### config.mk
export PLATFORM = sky130hd
export DESIGN_NAME = two_region_level_set_update_top_flat
export DESIGN_NICKNAME = d
export VERILOG_FILES = /design/src/sv/trlsu_pkg.sv /design/src/sv/trlsu_if.sv /design/src/sv/trlsu_div.sv /design/src/sv/trlsu_mul.sv /design/src/sv/two_region_level_set_update_top.sv /design/src/flat_wrapper.sv
export SDC_FILE = /design/constraint.sdc
export NUM_CORES = 2
export LEC_CHECK = 0
export BUFFER_PORTS_ARGS = -buffer_cell sky130_fd_sc_hd__buf_2
export CAP_MARGIN = 5
export CORE_UTILIZATION = 35
export CTS_CLUSTER_SIZE = 24
export DETAILED_ROUTE_END_ITERATION = 16
export HOLD_SLACK_MARGIN = 0.12
export SETUP_SLACK_MARGIN = 0.02
export SYNTH_ARGS = -nofsm -noshare
export SYNTH_HDL_FRONTEND = slang
export SYNTH_SLANG_ARGS = --single-unit
### constraint.sdc
create_clock -name clk_i -period 25.8 [get_ports clk_i]
set_input_delay 3.87 -clock clk_i [delete_from_list [all_inputs] [get_ports clk_i]]
set_output_delay 3.87 -clock clk_i [all_outputs]
set_load 0.02 [all_outputs]
### src/sv/trlsu_pkg.sv
// Shared constants, codes and types of the two-region level set update block.
package trlsu_pkg;

  localparam int PIXEL_BITS       = 8;
  localparam int FRAME_COUNT_BITS = 20;
  localparam int LEVEL_BITS       = 16;

  localparam int PIX_W   = 8;
  localparam int LVL_W   = 16;
  localparam int CURV_W  = 16;
  localparam int MEAN_W  = 16;
  localparam int FORCE_W = 26;
  localparam int TSTEP_W = 16;
  localparam int SUM_W   = PIXEL_BITS + FRAME_COUNT_BITS + 1;
  localparam int CNT_W   = FRAME_COUNT_BITS + 1;

  // shared multiplier operand and product widths
  localparam int MUL_A_W = FORCE_W + 1;
  localparam int MUL_B_W = 19;
  localparam int PROD_W  = MUL_A_W + MUL_B_W;

  // level sum before saturation: level + step + curvature
  localparam int NL_W = 29;

  localparam logic [TSTEP_W-1:0] TSTEP_RESET = 16'd6554;

  localparam logic [FORCE_W-1:0] FORCE_MAX = {1'b0, {(FORCE_W-1){1'b1}}};
  localparam logic [FORCE_W-1:0] FORCE_MIN = {1'b1, {(FORCE_W-1){1'b0}}};
  localparam logic [LVL_W-1:0]   LVL_MAX   = {1'b0, {(LVL_W-1){1'b1}}};
  localparam logic [LVL_W-1:0]   LVL_MIN   = {1'b1, {(LVL_W-1){1'b0}}};

  localparam logic REQ_STATS  = 1'b0;
  localparam logic REQ_UPDATE = 1'b1;

  localparam logic KIND_SUMMARY = 1'b0;
  localparam logic KIND_PIXEL   = 1'b1;

  typedef enum logic [3:0] {
    S_IDLE,
    S_DIV_IN_START,
    S_DIV_IN_WAIT,
    S_DIV_OUT_START,
    S_DIV_OUT_WAIT,
    S_EMIT_SUM,
    S_MUL_DATA,
    S_FORCE,
    S_MUL_STEP,
    S_EMIT_PIX
  } trlsu_state_e;

  typedef struct packed {
    logic busy;
    logic done;
  } div_stat_t;

endpackage

### src/sv/trlsu_if.sv
// Request and result channel interfaces of the level set update block.
interface trlsu_req_if import trlsu_pkg::*; ();
  logic                     valid;
  logic                     ready;
  logic                     req_type;
  logic [PIX_W-1:0]         intensity;
  logic signed [LVL_W-1:0]  level;
  logic                     in_band;
  logic signed [CURV_W-1:0] curvature_term;
  logic                     end_of_pass;

  modport source (output valid, req_type, intensity, level, in_band, curvature_term,
                  end_of_pass, input ready);
  modport sink   (input valid, req_type, intensity, level, in_band, curvature_term,
                  end_of_pass, output ready);
endinterface

interface trlsu_res_if import trlsu_pkg::*; ();
  logic                      valid;
  logic                      ready;
  logic                      result_kind;
  logic [MEAN_W-1:0]         mean_inside;
  logic [MEAN_W-1:0]         mean_outside;
  logic                      region_empty;
  logic signed [FORCE_W-1:0] force_res;
  logic signed [LVL_W-1:0]   new_level;
  logic                      saturated;
  logic                      frame_done;

  modport source (output valid, result_kind, mean_inside, mean_outside, region_empty,
                  force_res, new_level, saturated, frame_done, input ready);
  modport sink   (input valid, result_kind, mean_inside, mean_outside, region_empty,
                  force_res, new_level, saturated, frame_done, output ready);
endinterface

### src/sv/trlsu_div.sv
// Iterative restoring divider for the region means: floor(sum*256/count), clamped.
module trlsu_div import trlsu_pkg::*; (
  input  logic              clk_i,
  input  logic              rst_ni,
  input  logic              start_i,
  input  logic [SUM_W-1:0]  sum_i,
  input  logic [CNT_W-1:0]  cnt_i,
  output div_stat_t         stat_o,
  output logic [MEAN_W-1:0] quot_o
);

  localparam int STEP_W = $clog2(MEAN_W);

  logic              busy_q, busy_d;
  logic              done_q, done_d;
  logic [STEP_W-1:0] step_q, step_d;
  logic [CNT_W-1:0]  rem_q, rem_d;
  logic [CNT_W-1:0]  dvs_q, dvs_d;
  logic [MEAN_W-1:0] quo_q, quo_d;
  logic [MEAN_W-1:0] sh_q, sh_d;
  logic [CNT_W:0]    trial;
  logic [CNT_W:0]    diff;
  logic              overflow;

  // quotient needs more than MEAN_W bits exactly when sum >= count*256
  assign overflow = ((SUM_W+1)'({cnt_i, 8'h00}) <= {1'b0, sum_i});
  assign trial    = {rem_q, sh_q[MEAN_W-1]};
  assign diff     = trial - {1'b0, dvs_q};

  always_comb begin
    busy_d = busy_q;
    done_d = 1'b0;
    step_d = step_q;
    rem_d  = rem_q;
    dvs_d  = dvs_q;
    quo_d  = quo_q;
    sh_d   = sh_q;
    if (start_i) begin
      dvs_d = cnt_i;
      if (cnt_i == '0) begin
        quo_d  = '0;
        done_d = 1'b1;
      end else if (overflow) begin
        quo_d  = '1;
        done_d = 1'b1;
      end else begin
        rem_d  = CNT_W'(sum_i >> 8);
        sh_d   = {sum_i[7:0], 8'h00};
        quo_d  = '0;
        step_d = '0;
        busy_d = 1'b1;
      end
    end else if (busy_q) begin
      if (!diff[CNT_W]) begin
        rem_d = diff[CNT_W-1:0];
        quo_d = {quo_q[MEAN_W-2:0], 1'b1};
      end else begin
        rem_d = trial[CNT_W-1:0];
        quo_d = {quo_q[MEAN_W-2:0], 1'b0};
      end
      sh_d   = {sh_q[MEAN_W-2:0], 1'b0};
      step_d = step_q + 1'b1;
      if (step_q == STEP_W'(MEAN_W - 1)) begin
        busy_d = 1'b0;
        done_d = 1'b1;
      end
    end
  end

  always_ff @(posedge clk_i or negedge rst_ni) begin
    if (!rst_ni) begin
      busy_q <= 1'b0;
      done_q <= 1'b0;
      step_q <= '0;
    end else begin
      busy_q <= busy_d;
      done_q <= done_d;
      step_q <= step_d;
    end
  end

  always_ff @(posedge clk_i) begin
    rem_q <= rem_d;
    dvs_q <= dvs_d;
    quo_q <= quo_d;
    sh_q  <= sh_d;
  end

  assign stat_o.busy = busy_q;
  assign stat_o.done = done_q;
  assign quot_o      = quo_q;

endmodule

### src/sv/trlsu_mul.sv
// Shared signed multiplier with registered product, used for force and step terms.
module trlsu_mul import trlsu_pkg::*; (
  input  logic                      clk_i,
  input  logic                      en_i,
  input  logic signed [MUL_A_W-1:0] a_i,
  input  logic signed [MUL_B_W-1:0] b_i,
  output logic signed [PROD_W-1:0]  prod_o
);

  logic signed [PROD_W-1:0] prod_q;

  always_ff @(posedge clk_i) begin
    if (en_i) begin
      prod_q <= PROD_W'(a_i) * PROD_W'(b_i);
    end
  end

  assign prod_o = prod_q;

endmodule

### src/sv/two_region_level_set_update_top.sv
// Top level of the two-region level set update: sequencer, accumulators, output register.
//
// Requests arrive on req (valid/ready), results leave on res (valid/ready).
// A statistics request (req_type 0) is folded into the region sums in the
// cycle it is accepted; only the last one of a pass gives a result. That
// one runs two 16-step divisions on the shared divider and then presents
// the means summary (a division ends at once if its region is empty or its
// mean clamps). An update request (req_type 1) makes two passes through the
// shared multiplier (data force, then dt*force), one force saturation step
// and the final level add before its result is presented. The sequencer
// handles one request at a time; ready is high only while it is idle and
// comes back in the cycle the result appears. A request that gives no
// result leaves it idle, so those go back to back.
// The result sits in an output register, so a new request is taken while
// the last result still waits; a stalled receiver only holds the sequencer
// in its final step until the register frees up.
// time_step is to be written through cfg_we_i/cfg_wdata_i only while the
// block is idle; the block itself does not enforce this.
// Reset clears sums, counts and means and loads time_step with 6554.
module two_region_level_set_update_top import trlsu_pkg::*; (
  input  logic               clk_i,
  input  logic               rst_ni,
  trlsu_req_if.sink          req,
  trlsu_res_if.source        res,
  input  logic               cfg_we_i,
  input  logic [TSTEP_W-1:0] cfg_wdata_i
);

  trlsu_state_e state_q, state_d;

  logic [TSTEP_W-1:0] tstep_q;
  logic [SUM_W-1:0]   in_sum_q, out_sum_q;
  logic [CNT_W-1:0]   in_cnt_q, out_cnt_q, pos_cnt_q;
  logic [MEAN_W-1:0]  c1_q, c2_q;
  logic               empty_q;

  logic [PIXEL_BITS-1:0]    pix_q;
  logic signed [LVL_W-1:0]  lvl_q;
  logic                     band_q;
  logic signed [CURV_W-1:0] curv_q;
  logic                     last_q;
  logic [FORCE_W-1:0]       force_q;

  logic                      out_valid_q;
  logic                      out_kind_q;
  logic [MEAN_W-1:0]         out_c1_q, out_c2_q;
  logic                      out_empty_q;
  logic [FORCE_W-1:0]        out_force_q;
  logic [LVL_W-1:0]          out_nl_q;
  logic                      out_sat_q;
  logic                      out_done_q;

  // sequencer controls
  logic req_ready;
  logic div_start;
  logic div_sel_out;
  logic mul_en;
  logic mul_step;
  logic force_load;
  logic c1_load;
  logic c2_load;
  logic out_load;
  logic slot_free;

  logic accept;
  logic [PIXEL_BITS-1:0] pix_in;
  logic [SUM_W:0] in_sum_add, out_sum_add;

  div_stat_t         div_stat;
  logic [MEAN_W-1:0] div_quot;
  logic [SUM_W-1:0]  div_sum;
  logic [CNT_W-1:0]  div_cnt;

  logic signed [MUL_A_W-1:0] mul_a;
  logic signed [MUL_B_W-1:0] mul_b;
  logic signed [PROD_W-1:0]  prod;
  logic [MEAN_W:0]           mean_diff;
  logic [MUL_B_W-1:0]        data_term;

  logic [PROD_W-9:0]  prod_sh;
  logic               force_fits;
  logic [FORCE_W-1:0] force_d;
  logic [MUL_A_W-1:0] step_val;
  logic [NL_W-1:0]    nl_sum;
  logic               nl_fits;
  logic [LVL_W-1:0]   nl_val;
  logic               nl_sat;

  assign accept    = req.valid && req.ready;
  assign pix_in    = req.intensity[PIXEL_BITS-1:0];
  assign slot_free = !out_valid_q || res.ready;

  // ---------------- sequencer ----------------
  always_comb begin
    state_d = state_q;
    case (state_q)
      S_IDLE: begin
        if (accept) begin
          if (req.req_type == REQ_UPDATE) begin
            state_d = S_MUL_DATA;
          end else if (req.end_of_pass) begin
            state_d = S_DIV_IN_START;
          end
        end
      end
      S_DIV_IN_START:  state_d = S_DIV_IN_WAIT;
      S_DIV_IN_WAIT: begin
        if (div_stat.done) begin
          state_d = S_DIV_OUT_START;
        end
      end
      S_DIV_OUT_START: state_d = S_DIV_OUT_WAIT;
      S_DIV_OUT_WAIT: begin
        if (div_stat.done) begin
          state_d = S_EMIT_SUM;
        end
      end
      S_EMIT_SUM: begin
        if (slot_free) begin
          state_d = S_IDLE;
        end
      end
      S_MUL_DATA: state_d = S_FORCE;
      S_FORCE:    state_d = S_MUL_STEP;
      S_MUL_STEP: state_d = S_EMIT_PIX;
      S_EMIT_PIX: begin
        if (slot_free) begin
          state_d = S_IDLE;
        end
      end
      default: state_d = S_IDLE;
    endcase
  end

  always_comb begin
    req_ready   = 1'b0;
    div_start   = 1'b0;
    div_sel_out = 1'b0;
    mul_en      = 1'b0;
    mul_step    = 1'b0;
    force_load  = 1'b0;
    c1_load     = 1'b0;
    c2_load     = 1'b0;
    out_load    = 1'b0;
    case (state_q)
      S_IDLE:          req_ready = 1'b1;
      S_DIV_IN_START:  div_start = 1'b1;
      S_DIV_IN_WAIT:   c1_load = div_stat.done;
      S_DIV_OUT_START: begin
        div_start   = 1'b1;
        div_sel_out = 1'b1;
      end
      S_DIV_OUT_WAIT:  c2_load = div_stat.done;
      S_EMIT_SUM:      out_load = slot_free;
      S_MUL_DATA:      mul_en = 1'b1;
      S_FORCE:         force_load = 1'b1;
      S_MUL_STEP: begin
        mul_en   = 1'b1;
        mul_step = 1'b1;
      end
      S_EMIT_PIX:      out_load = slot_free;
      default:         req_ready = 1'b0;
    endcase
  end

  assign req.ready = req_ready;

  always_ff @(posedge clk_i or negedge rst_ni) begin
    if (!rst_ni) begin
      state_q <= S_IDLE;
    end else begin
      state_q <= state_d;
    end
  end

  // ---------------- configuration ----------------
  always_ff @(posedge clk_i or negedge rst_ni) begin
    if (!rst_ni) begin
      tstep_q <= TSTEP_RESET;
    end else if (cfg_we_i) begin
      tstep_q <= cfg_wdata_i;
    end
  end

  // ---------------- region statistics ----------------
  assign in_sum_add  = {1'b0, in_sum_q} + (SUM_W+1)'(pix_in);
  assign out_sum_add = {1'b0, out_sum_q} + (SUM_W+1)'(pix_in);

  always_ff @(posedge clk_i or negedge rst_ni) begin
    if (!rst_ni) begin
      in_sum_q  <= '0;
      out_sum_q <= '0;
      in_cnt_q  <= '0;
      out_cnt_q <= '0;
      pos_cnt_q <= '0;
    end else if (c2_load) begin
      in_sum_q  <= '0;
      out_sum_q <= '0;
      in_cnt_q  <= '0;
      out_cnt_q <= '0;
      pos_cnt_q <= '0;
    end else if (accept && req.req_type == REQ_STATS) begin
      if (req.level[LVL_W-1]) begin
        in_sum_q <= in_sum_add[SUM_W] ? '1 : in_sum_add[SUM_W-1:0];
        if (in_cnt_q != '1) begin
          in_cnt_q <= in_cnt_q + 1'b1;
        end
      end else begin
        out_sum_q <= out_sum_add[SUM_W] ? '1 : out_sum_add[SUM_W-1:0];
        if (out_cnt_q != '1) begin
          out_cnt_q <= out_cnt_q + 1'b1;
        end
        // hold positive count on a level of exactly zero
        if (req.level != '0 && pos_cnt_q != '1) begin
          pos_cnt_q <= pos_cnt_q + 1'b1;
        end
      end
    end
  end

  assign div_sum = div_sel_out ? out_sum_q : in_sum_q;
  assign div_cnt = div_sel_out ? out_cnt_q : in_cnt_q;

  trlsu_div u_div (
    .clk_i  (clk_i),
    .rst_ni (rst_ni),
    .start_i(div_start),
    .sum_i  (div_sum),
    .cnt_i  (div_cnt),
    .stat_o (div_stat),
    .quot_o (div_quot)
  );

  always_ff @(posedge clk_i or negedge rst_ni) begin
    if (!rst_ni) begin
      c1_q    <= '0;
      c2_q    <= '0;
      empty_q <= 1'b0;
    end else begin
      if (c1_load) begin
        c1_q <= div_quot;
      end
      if (c2_load) begin
        c2_q    <= div_quot;
        empty_q <= (in_cnt_q == '0) || (pos_cnt_q == '0);
      end
    end
  end

  // ---------------- update pixel ----------------
  always_ff @(posedge clk_i) begin
    if (accept) begin
      pix_q  <= pix_in;
      lvl_q  <= req.level;
      band_q <= req.in_band;
      curv_q <= req.curvature_term;
      last_q <= req.end_of_pass;
    end
    if (force_load) begin
      force_q <= force_d;
    end
  end

  // c1 - c2 and c1 + c2 - 2*I (all Q8.8)
  assign mean_diff = {1'b0, c1_q} - {1'b0, c2_q};
  assign data_term = {3'b000, c1_q} + {3'b000, c2_q} - {2'b00, PIX_W'(pix_q), 9'h000};

  always_comb begin
    if (mul_step) begin
      mul_a = {force_q[FORCE_W-1], force_q};
      mul_b = {3'b000, tstep_q};
    end else begin
      mul_a = {{(MUL_A_W-MEAN_W-1){mean_diff[MEAN_W]}}, mean_diff};
      mul_b = data_term;
    end
  end

  trlsu_mul u_mul (
    .clk_i (clk_i),
    .en_i  (mul_en),
    .a_i   (mul_a),
    .b_i   (mul_b),
    .prod_o(prod)
  );

  // floor to Q.8 is an arithmetic drop of the low bits; saturate to the force range
  assign prod_sh    = prod[PROD_W-1:8];
  assign force_fits = (&prod_sh[PROD_W-9:FORCE_W-1]) || !(|prod_sh[PROD_W-9:FORCE_W-1]);
  assign force_d    = force_fits ? prod_sh[FORCE_W-1:0]
                                 : (prod_sh[PROD_W-9] ? FORCE_MIN : FORCE_MAX);

  assign step_val = prod[MUL_A_W+15:16];
  assign nl_sum   = {{(NL_W-LVL_W){lvl_q[LVL_W-1]}}, lvl_q}
                  + {{(NL_W-MUL_A_W){step_val[MUL_A_W-1]}}, step_val}
                  + {{(NL_W-CURV_W){curv_q[CURV_W-1]}}, curv_q};
  assign nl_fits  = (&nl_sum[NL_W-1:LEVEL_BITS-1]) || !(|nl_sum[NL_W-1:LEVEL_BITS-1]);

  always_comb begin
    if (!band_q) begin
      nl_val = lvl_q;
      nl_sat = 1'b0;
    end else if (nl_fits) begin
      nl_val = nl_sum[LVL_W-1:0];
      nl_sat = 1'b0;
    end else begin
      nl_val = nl_sum[NL_W-1] ? LVL_MIN : LVL_MAX;
      nl_sat = 1'b1;
    end
  end

  // ---------------- output register ----------------
  always_ff @(posedge clk_i or negedge rst_ni) begin
    if (!rst_ni) begin
      out_valid_q <= 1'b0;
    end else if (out_load) begin
      out_valid_q <= 1'b1;
    end else if (res.ready) begin
      out_valid_q <= 1'b0;
    end
  end

  always_ff @(posedge clk_i) begin
    if (out_load) begin
      out_c1_q    <= c1_q;
      out_c2_q    <= c2_q;
      out_empty_q <= empty_q;
      if (state_q == S_EMIT_PIX) begin
        out_kind_q  <= KIND_PIXEL;
        out_force_q <= force_q;
        out_nl_q    <= nl_val;
        out_sat_q   <= nl_sat;
        out_done_q  <= last_q;
      end else begin
        out_kind_q  <= KIND_SUMMARY;
        out_force_q <= '0;
        out_nl_q    <= '0;
        out_sat_q   <= 1'b0;
        out_done_q  <= 1'b1;
      end
    end
  end

  assign res.valid        = out_valid_q;
  assign res.result_kind  = out_kind_q;
  assign res.mean_inside  = out_c1_q;
  assign res.mean_outside = out_c2_q;
  assign res.region_empty = out_empty_q;
  assign res.force_res    = out_force_q;
  assign res.new_level    = out_nl_q;
  assign res.saturated    = out_sat_q;
  assign res.frame_done   = out_done_q;

  // ---------------- assertions ----------------
  a_div_start_idle: assert property (@(posedge clk_i) disable iff (!rst_ni)
    div_start |-> !div_stat.busy)
    else $error("divider started while busy");

  a_stats_cleared: assert property (@(posedge clk_i) disable iff (!rst_ni)
    c2_load |=> (in_cnt_q == '0 && out_cnt_q == '0 && pos_cnt_q == '0))
    else $error("region statistics not cleared after means");

  a_unbanded_pass: assert property (@(posedge clk_i) disable iff (!rst_ni)
    (out_load && state_q == S_EMIT_PIX && !band_q)
      |=> (!res.saturated && res.new_level == $past(lvl_q)))
    else $error("pixel outside band was modified");

  a_summary_done: assert property (@(posedge clk_i) disable iff (!rst_ni)
    (out_load && state_q == S_EMIT_SUM) |=> (res.frame_done && res.force_res == '0))
    else $error("summary result fields wrong");

endmodule

### src/flat_wrapper.sv
// flat-port wrapper written by rule: the top's interface ports become plain ports
module two_region_level_set_update_top_flat import trlsu_pkg::*;
  (clk_i, rst_ni, cfg_we_i, cfg_wdata_i, req_valid, req_req_type, req_intensity, req_level, req_in_band, req_curvature_term, req_end_of_pass, req_ready, res_valid, res_result_kind, res_mean_inside, res_mean_outside, res_region_empty, res_force_res, res_new_level, res_saturated, res_frame_done, res_ready);
  trlsu_req_if req_i ();
  trlsu_res_if res_i ();
  input  logic clk_i;
  input  logic rst_ni;
  input  logic cfg_we_i;
  input  logic [TSTEP_W-1:0] cfg_wdata_i;
  input wire logic [$bits(req_i.valid)-1:0] req_valid;
  input wire logic [$bits(req_i.req_type)-1:0] req_req_type;
  input wire logic [$bits(req_i.intensity)-1:0] req_intensity;
  input wire logic [$bits(req_i.level)-1:0] req_level;
  input wire logic [$bits(req_i.in_band)-1:0] req_in_band;
  input wire logic [$bits(req_i.curvature_term)-1:0] req_curvature_term;
  input wire logic [$bits(req_i.end_of_pass)-1:0] req_end_of_pass;
  output wire logic [$bits(req_i.ready)-1:0] req_ready;
  output wire logic [$bits(res_i.valid)-1:0] res_valid;
  output wire logic [$bits(res_i.result_kind)-1:0] res_result_kind;
  output wire logic [$bits(res_i.mean_inside)-1:0] res_mean_inside;
  output wire logic [$bits(res_i.mean_outside)-1:0] res_mean_outside;
  output wire logic [$bits(res_i.region_empty)-1:0] res_region_empty;
  output wire logic [$bits(res_i.force_res)-1:0] res_force_res;
  output wire logic [$bits(res_i.new_level)-1:0] res_new_level;
  output wire logic [$bits(res_i.saturated)-1:0] res_saturated;
  output wire logic [$bits(res_i.frame_done)-1:0] res_frame_done;
  input wire logic [$bits(res_i.ready)-1:0] res_ready;
  assign req_i.valid = req_valid;
  assign req_i.req_type = req_req_type;
  assign req_i.intensity = req_intensity;
  assign req_i.level = req_level;
  assign req_i.in_band = req_in_band;
  assign req_i.curvature_term = req_curvature_term;
  assign req_i.end_of_pass = req_end_of_pass;
  assign req_ready = req_i.ready;
  assign res_valid = res_i.valid;
  assign res_result_kind = res_i.result_kind;
  assign res_mean_inside = res_i.mean_inside;
  assign res_mean_outside = res_i.mean_outside;
  assign res_region_empty = res_i.region_empty;
  assign res_force_res = res_i.force_res;
  assign res_new_level = res_i.new_level;
  assign res_saturated = res_i.saturated;
  assign res_frame_done = res_i.frame_done;
  assign res_i.ready = res_ready;
  two_region_level_set_update_top u_core (.clk_i(clk_i), .rst_ni(rst_ni), .req(req_i), .res(res_i), .cfg_we_i(cfg_we_i), .cfg_wdata_i(cfg_wdata_i));
endmodule
Word-level counts from Yosys, hierarchy flattened
Cells that the tools add are included.
Word-level totals
  bits in registers: 447
  input port bits: 64
  output and inout bits: 80
  logic and storage cells: 184
Operators by class
  $add $sub $neg: 12
  $mul: 1
  $lt $le $gt $ge: 1
  equality and inequality tests: 21
  multiplexer cells: 77
  bitwise operators: 1
  reduce and logical (&&, ||, !) cells: 38
Operators by type and width (count)
  21-bit 2-to-1 mux: 18
  29-bit 2-to-1 mux: 9
  16-bit 2-to-1 mux: 11
  21-bit by 1-bit adder with 21-bit output, second input constant: 3
  21-bit logical NOT: 3
  21-bit inequality test, second input constant: 3
  29-bit by 8-bit adder with 30-bit output: 2
  26-bit 2-to-1 mux: 2
  27-bit by 19-bit multiplier with 46-bit output: 1
  4-bit 2-to-1 mux: 10
  4-bit case mux with 9 select lines: 1
  29-bit adder: 1
  29-bit less-or-equal comparator: 1
  16-bit by 27-bit adder with 28-bit output: 1
  27-bit 2-to-1 mux: 1
  1-bit 2-to-1 mux: 24
  22-bit by 21-bit subtractor with 22-bit output: 1
  19-bit 2-to-1 mux: 1
  19-bit by 17-bit subtractor with 19-bit output: 1
  16-bit by 16-bit adder with 17-bit output: 1
  16-bit by 16-bit subtractor with 17-bit output: 1
  4-bit by 3-bit == test with 1-bit output, second input constant: 4
  16-bit nonzero test: 1
  14-bit AND reduction: 1
  20 further kinds: 49

Depth between registers and ports, before layout
  depth in word-level cells: 7
  depth in mapped cells: 46
  gate-level depth less buffers: 45

Hierarchy
Synthesis repeated with hierarchy kept, for this count alone.
Unflattened totals
  cell total of the unflattened synthesis: 4455
  area total of the unflattened synthesis: 43693.2 um^2
By module, submodules not included
  trlsu_mul: times used 1, cells each 2088, area an instance 19753.9 um^2, seq. area each 1381.3 um^2
  two_region_level_set_update_top: times used 1, cells each 1902, area an instance 19112.1 um^2, seq. area each 8772.2 um^2
  trlsu_div: times used 1, cells each 465, area an instance 4827.1 um^2, seq. area each 2132.0 um^2

Worst setup path before layout
OpenSTA, ideal clock, no wires.
  kind: reg2reg
  from: register u_core.c2_q[0]
  to: register u_core.u_mul.prod_q[45] (netlist: u_core.u_mul.prod_o[45]), data pin
  library setup time: 0.260 ns
  data arrival time: 9.725 ns
  data required time: 25.540 ns
  path slack: 15.815 ns
  cell stages (with the launch flop): 43
  buffers on the path: 0
  period minus slack after synthesis: 9.985 ns
  cell sequence: dfrtp_1 ha_1 fa_1 a21oi_1 nor2_1 o21ai_0 a21oi_1 o21ai_0 a21oi_1 o31a_1 nor2_1 xnor2_1 ha_1 a21o_1 a21o_1 a21o_1 a21o_1 a21o_1 (+7 left out) fa_1 fa_1 fa_1 inv_1 fa_1 inv_1 ha_1 a21o_1 a21o_1 a21oi_1 o21ai_0 a21oi_1 o21ai_1 a31oi_2 o31ai_1 a211o_1 a21oi_1 xnor2_1
On the way
  cells in the longest elaborated chain, start to end: 4
  elaborated cells on any way between the ends: 6
  classes of those cells: add/sub: 3; mul: 1; mux: 2
Ends and longest elaborated chain
  start, declared: RTL line two_region_level_set_update_top.sv:34  | logic [MEAN_W-1:0] c1_q, c2_q;
  start signal, assigned: RTL line two_region_level_set_update_top.sv:244  | c2_q <= div_quot;
  16-bit by 16-bit adder with 17-bit output: RTL line two_region_level_set_update_top.sv:266  | assign data_term = {3'b000, c1_q} + {3'b000, c2_q} - {2'b00, PIX_W'(pix_q), 9'h000};
  19-bit by 17-bit subtractor with 19-bit output: RTL line two_region_level_set_update_top.sv:266
  19-bit 2-to-1 mux: RTL line two_region_level_set_update_top.sv:269  | if (mul_step) begin
  27-bit by 19-bit multiplier with 46-bit output *: RTL line trlsu_mul.sv:14  | prod_q <= PROD_W'(a_i) * PROD_W'(b_i);
  end signal, assigned: RTL line trlsu_mul.sv:14
  end, declared: RTL line trlsu_mul.sv:10  | logic signed [PROD_W-1:0] prod_q;
Mark *: on every way between the ends. The rest lies on a longest branch, timed or not.
A chain may end at the register's enable or synchronous reset.

Worst setup path after layout
Same ends and word-level chain as after synthesis.

==> metrics.md <==
| Metric | Value |
|---|---|
| Outcome | complete, no violations |
| Relative max-transition margin | 0.206 |
| Drt drc | 0 |
| Initial antenna violation count | 6 |
| Chip Height | 347 um |
| Vias | 30900 |
| Worst Setup Start Kind | flip-flop |
| Hold Path Cell Cnt | 0 |
| Number of hold-slack violations in the final timing report | 0 |
| Netlist cell types | 87 |
| Achievable clock frequency | 87.1 MHz |
| Pre-CTS setup slack | 14.47 ns |
| Placed Cells incl. Taps | 5872 |
| Remaining number of nets flagged by the antenna check after routing | 0 |
| Final Critical Period | 11.48 ns |
| Predominant post-synthesis flop cell | sky130_fd_sc_hd__edfxtp_1 |
| Setup ws final | 14.32 ns |
| Transition time at the pin with the least slew margin | 1.19 ns |
| MaxCap Viol Count | 0 |
| Buffer depth of the longest clock path | 3 |
| Arrival time at the worst endpoint | 11.84 ns |
| Grt total ovfl | 0 |
| Final number of setup-violating endpoints | 0 |
| Worst-case clock skew | 0.0239 ns |
| Average footprint of a synthesized cell | 9.72 um2 |
| DRT iter0 DRCs | 2182 |
| TritonCTS sink count | 431 |
| Post-route non-filler standard cell count | 5969 |
| TritonCTS clock tree | yes |
| Count of final max-slew check failures | 0 |
| Largest fanout on the critical path | 10 |
| Number of filler cells placed in the layout | 11800 |
| Count of buffers added by post-CTS timing repair for setup | 0 |
| Register bit total from synthesis | 431 |
| Critical register-to-register path endpoint | u_core.u_mul.prod_o[45] |
| Clock latency of the later-clocked register in the worst-skew pair | 0.64 ns |
| Launch point of the worst hold path | u_core.empty_q |
| Reg2Reg Launch Point | u_core.c2_q[0] |
| Most common cell type on the critical path | sky130_fd_sc_hd__a21o_1 |
| R2R setup slack | 14.32 ns |
| EDFF count, synth | 250 |
| Count of warnings emitted by yosys | 0 |
| Library cell contributing the largest single delay on the critical path | sky130_fd_sc_hd__o31ai_1 |
| First-pass GRT wire length | 179000 um |
| I/O Buffers | 143 |
| Post-detailed-route via-to-cell ratio | 5.17 |
| Seq/Total Area, Yosys | 0.288 |
| Number of top-level pins | 144 |
| Multi-input logic area | 0.0268 mm2 |
| Layout-stage area growth over the synthesis result | 10.0% |
| H-tree depth reported by CTS | 2 |
| Sequential standard cell area | 0.0120 mm2 |
| Synthesized instance count | 4296 |
| Peak per-stage delay on the critical path | 0.73 ns |
| Data required, critical path | 26.17 ns |
| Post-cts resize count | 0 |
| Placer's final routability congestion estimate | 0.910 |
| Overall die area | 0.121 mm2 |
| Sort of element at the end of the critical path | flip-flop |
| Vias in the first global route | 30800 |
| Post-synthesis instance area | 0.0418 mm2 |
| Starting Density | 0.353 |
| DRT Pass-1 Iters | 5 |
| DRT Wirelength | 115000 um |
| Synthesized netlist net count | 5143 |
| Clock root buffer | sky130_fd_sc_hd__clkbuf_16 |
| Setup TNS Final | 0 ns |
| Startpoint-to-endpoint class of the critical path | reg -> reg |
| Depth of the worst register-to-register path | 45 |
| Layout net count | 5236 |
| Number of rows created at floorplan | 126 |
| Die extent in x | 347 um |
| Placeable core region | 0.118 mm2 |
| Share of final-layout standard cells stronger than drive strength 1 | 0.0869 |
| Largest net degree at the start of global routing | 112 |
| Setup repair after global routing missed its margin | false |
| Post-CTS clock slew at the launch and capture registers of the worst setup and hold paths | 0.06 ns |
| Crit share post-route | 0.445 |
| Wire length per cell after detailed routing | 19.3 um |
| Hold endpoint | u_core.res.region_empty |
| Class of the tightest hold or removal check | reg -> reg |
| Total GRT Usage | 0.191 |
| Post-synth ARST share | 0.420 |
| Half-perimeter wire length of the detailed placement result | 90400 um |
| Quantity of hold-fixing buffers added after cts | 0 |
| Num CTS Buffers | 51 |
==> cell usage after synthesis, types with 44 or more instances <==
cell / number / share of area
sky130_fd_sc_hd__a21o_1: 93 / 0.017
sky130_fd_sc_hd__a21oi_1: 214 / 0.026
sky130_fd_sc_hd__a31oi_1: 45 / 0.0067
sky130_fd_sc_hd__and2_1: 69 / 0.010
sky130_fd_sc_hd__clkbuf_1: 131 / 0.012
sky130_fd_sc_hd__dfrtp_1: 174 / 0.10
sky130_fd_sc_hd__edfxtp_1: 250 / 0.18
sky130_fd_sc_hd__fa_1: 501 / 0.24
sky130_fd_sc_hd__ha_1: 282 / 0.084
sky130_fd_sc_hd__inv_1: 652 / 0.059
sky130_fd_sc_hd__mux2_2: 61 / 0.016
sky130_fd_sc_hd__nand2_1: 566 / 0.051
sky130_fd_sc_hd__nand3_1: 68 / 0.0081
sky130_fd_sc_hd__nand4_1: 44 / 0.0066
sky130_fd_sc_hd__nor2_1: 282 / 0.025
sky130_fd_sc_hd__nor3_1: 48 / 0.0058
sky130_fd_sc_hd__o21ai_0: 140 / 0.017
sky130_fd_sc_hd__xnor2_1: 115 / 0.024
sky130_fd_sc_hd__xor2_1: 81 / 0.017
==> registers in the layout (all words and copies together), names as in the netlist, 21 cells and up <==
register              count
u_core.u_mul.prod_o      38
u_core.force_q           26
u_core.u_div.dvs_q       21
u_core.in_cnt_q          21
u_core.res.force_res     26
u_core.u_div.rem_q       21
u_core.in_sum_q          29
u_core.out_sum_q         29
u_core.out_cnt_q         21
u_core.pos_cnt_q         21
==> critical path, delay by kind of cell, from the launching register on <==
family,cells,cell delay [ns]
XOR/XNOR,3,1.02
adder cells (fa/ha/maj),11,4.36
buffers and inverters,5,0.41
AND/OR/NAND/NOR,4,0.87
flip-flops,1,0.41
AO/OA/AOI/OAI,22,4.12
==> layer usage <==
layer | GRT usage | part of all wire
met1 | 0.257 | 0.43
met2 | 0.314 | 0.48
met3 | 0.0346 | 0.066
met4 | 0.0501 | 0.024
met5 | 0 | 0.00031
==> stage by stage <==
step | utilization | cell area (um2) | hold slack [ns]
floorplan | - | 41800 | 0.425
global placement | 0.374 | 44300 | 0.436
detailed placement | 0.374 | 44300 | 0.441
CTS | 0.388 | 45900 | 0.457
global route | 0.388 | 45900 | 0.475
finish | 0.389 | 45900 | 0.455
==> placed cells by master (no fill, tap or decap), types with 21 or more instances in the layout <==
master,n
sky130_fd_sc_hd__o21a_1,30
sky130_fd_sc_hd__nor3_1,46
sky130_fd_sc_hd__and3_1,39
sky130_fd_sc_hd__nor4_1,32
sky130_fd_sc_hd__nor2_1,280
sky130_fd_sc_hd__mux2_2,61
sky130_fd_sc_hd__nand2_1,565
sky130_fd_sc_hd__xor2_1,81
sky130_fd_sc_hd__edfxtp_1,250
sky130_fd_sc_hd__a21oi_1,209
sky130_fd_sc_hd__buf_2,142
sky130_fd_sc_hd__a211oi_1,27
sky130_fd_sc_hd__xnor2_1,115
sky130_fd_sc_hd__mux2i_1,40
sky130_fd_sc_hd__ha_1,282
sky130_fd_sc_hd__o21ai_0,140
sky130_fd_sc_hd__and2_1,69
sky130_fd_sc_hd__dfrtp_1,174
sky130_fd_sc_hd__o21bai_1,21
sky130_fd_sc_hd__inv_1,651
sky130_fd_sc_hd__clkbuf_16,53
sky130_fd_sc_hd__a21o_1,93
sky130_fd_sc_hd__a31oi_1,44
sky130_fd_sc_hd__nand4_1,44
sky130_fd_sc_hd__o31ai_1,24
sky130_fd_sc_hd__nand3_1,68
sky130_fd_sc_hd__buf_4,47
sky130_fd_sc_hd__fa_1,501
sky130_fd_sc_hd__nor2b_1,33
==> cells by family after synthesis <==
kind of cell             Yosys count  share of synthesized area
buffers and inverters            802                     0.0729
multiplexers                     101                     0.0260
AO/OA/AOI/OAI                    717                      0.109
adder cells (fa/ha/maj)          783                      0.325
flip-flops                       431                      0.288
AND/OR/NAND/NOR                 1266                      0.138
XOR/XNOR                         196                     0.0411
==> worst max path at each step <==
stage,slack (ns),endpoint,startpoint,depth (start not counted)
floorplan,15.82,u_core.u_mul.prod_o[45],u_core.c2_q[0],42
global placement,14.58,u_core.u_mul.prod_o[40],u_core.c2_q[0],45
detailed placement,14.47,u_core.u_mul.prod_o[45],u_core.c2_q[0],45
CTS,14.44,u_core.u_mul.prod_o[45],u_core.c2_q[0],45
global route,13.69,u_core.u_mul.prod_o[45],u_core.c2_q[0],45
finish,14.32,u_core.u_mul.prod_o[45],u_core.c2_q[0],45
==> layout make-up <==
class / instances / area share
well taps: 1536 / 0.0418
clock inverters: 27 / 0.00640
multi-input cells: 3063 / 0.582
inverters: 652 / 0.0533
clock buffers: 66 / 0.0301
flip-flops and latches: 431 / 0.262
repair buffers: 190 / 0.0234
diodes: 4 / 0.000218
Power is not shown: default switching activity piles up to over one toggle a cycle in this logic, so the estimate is an artifact.
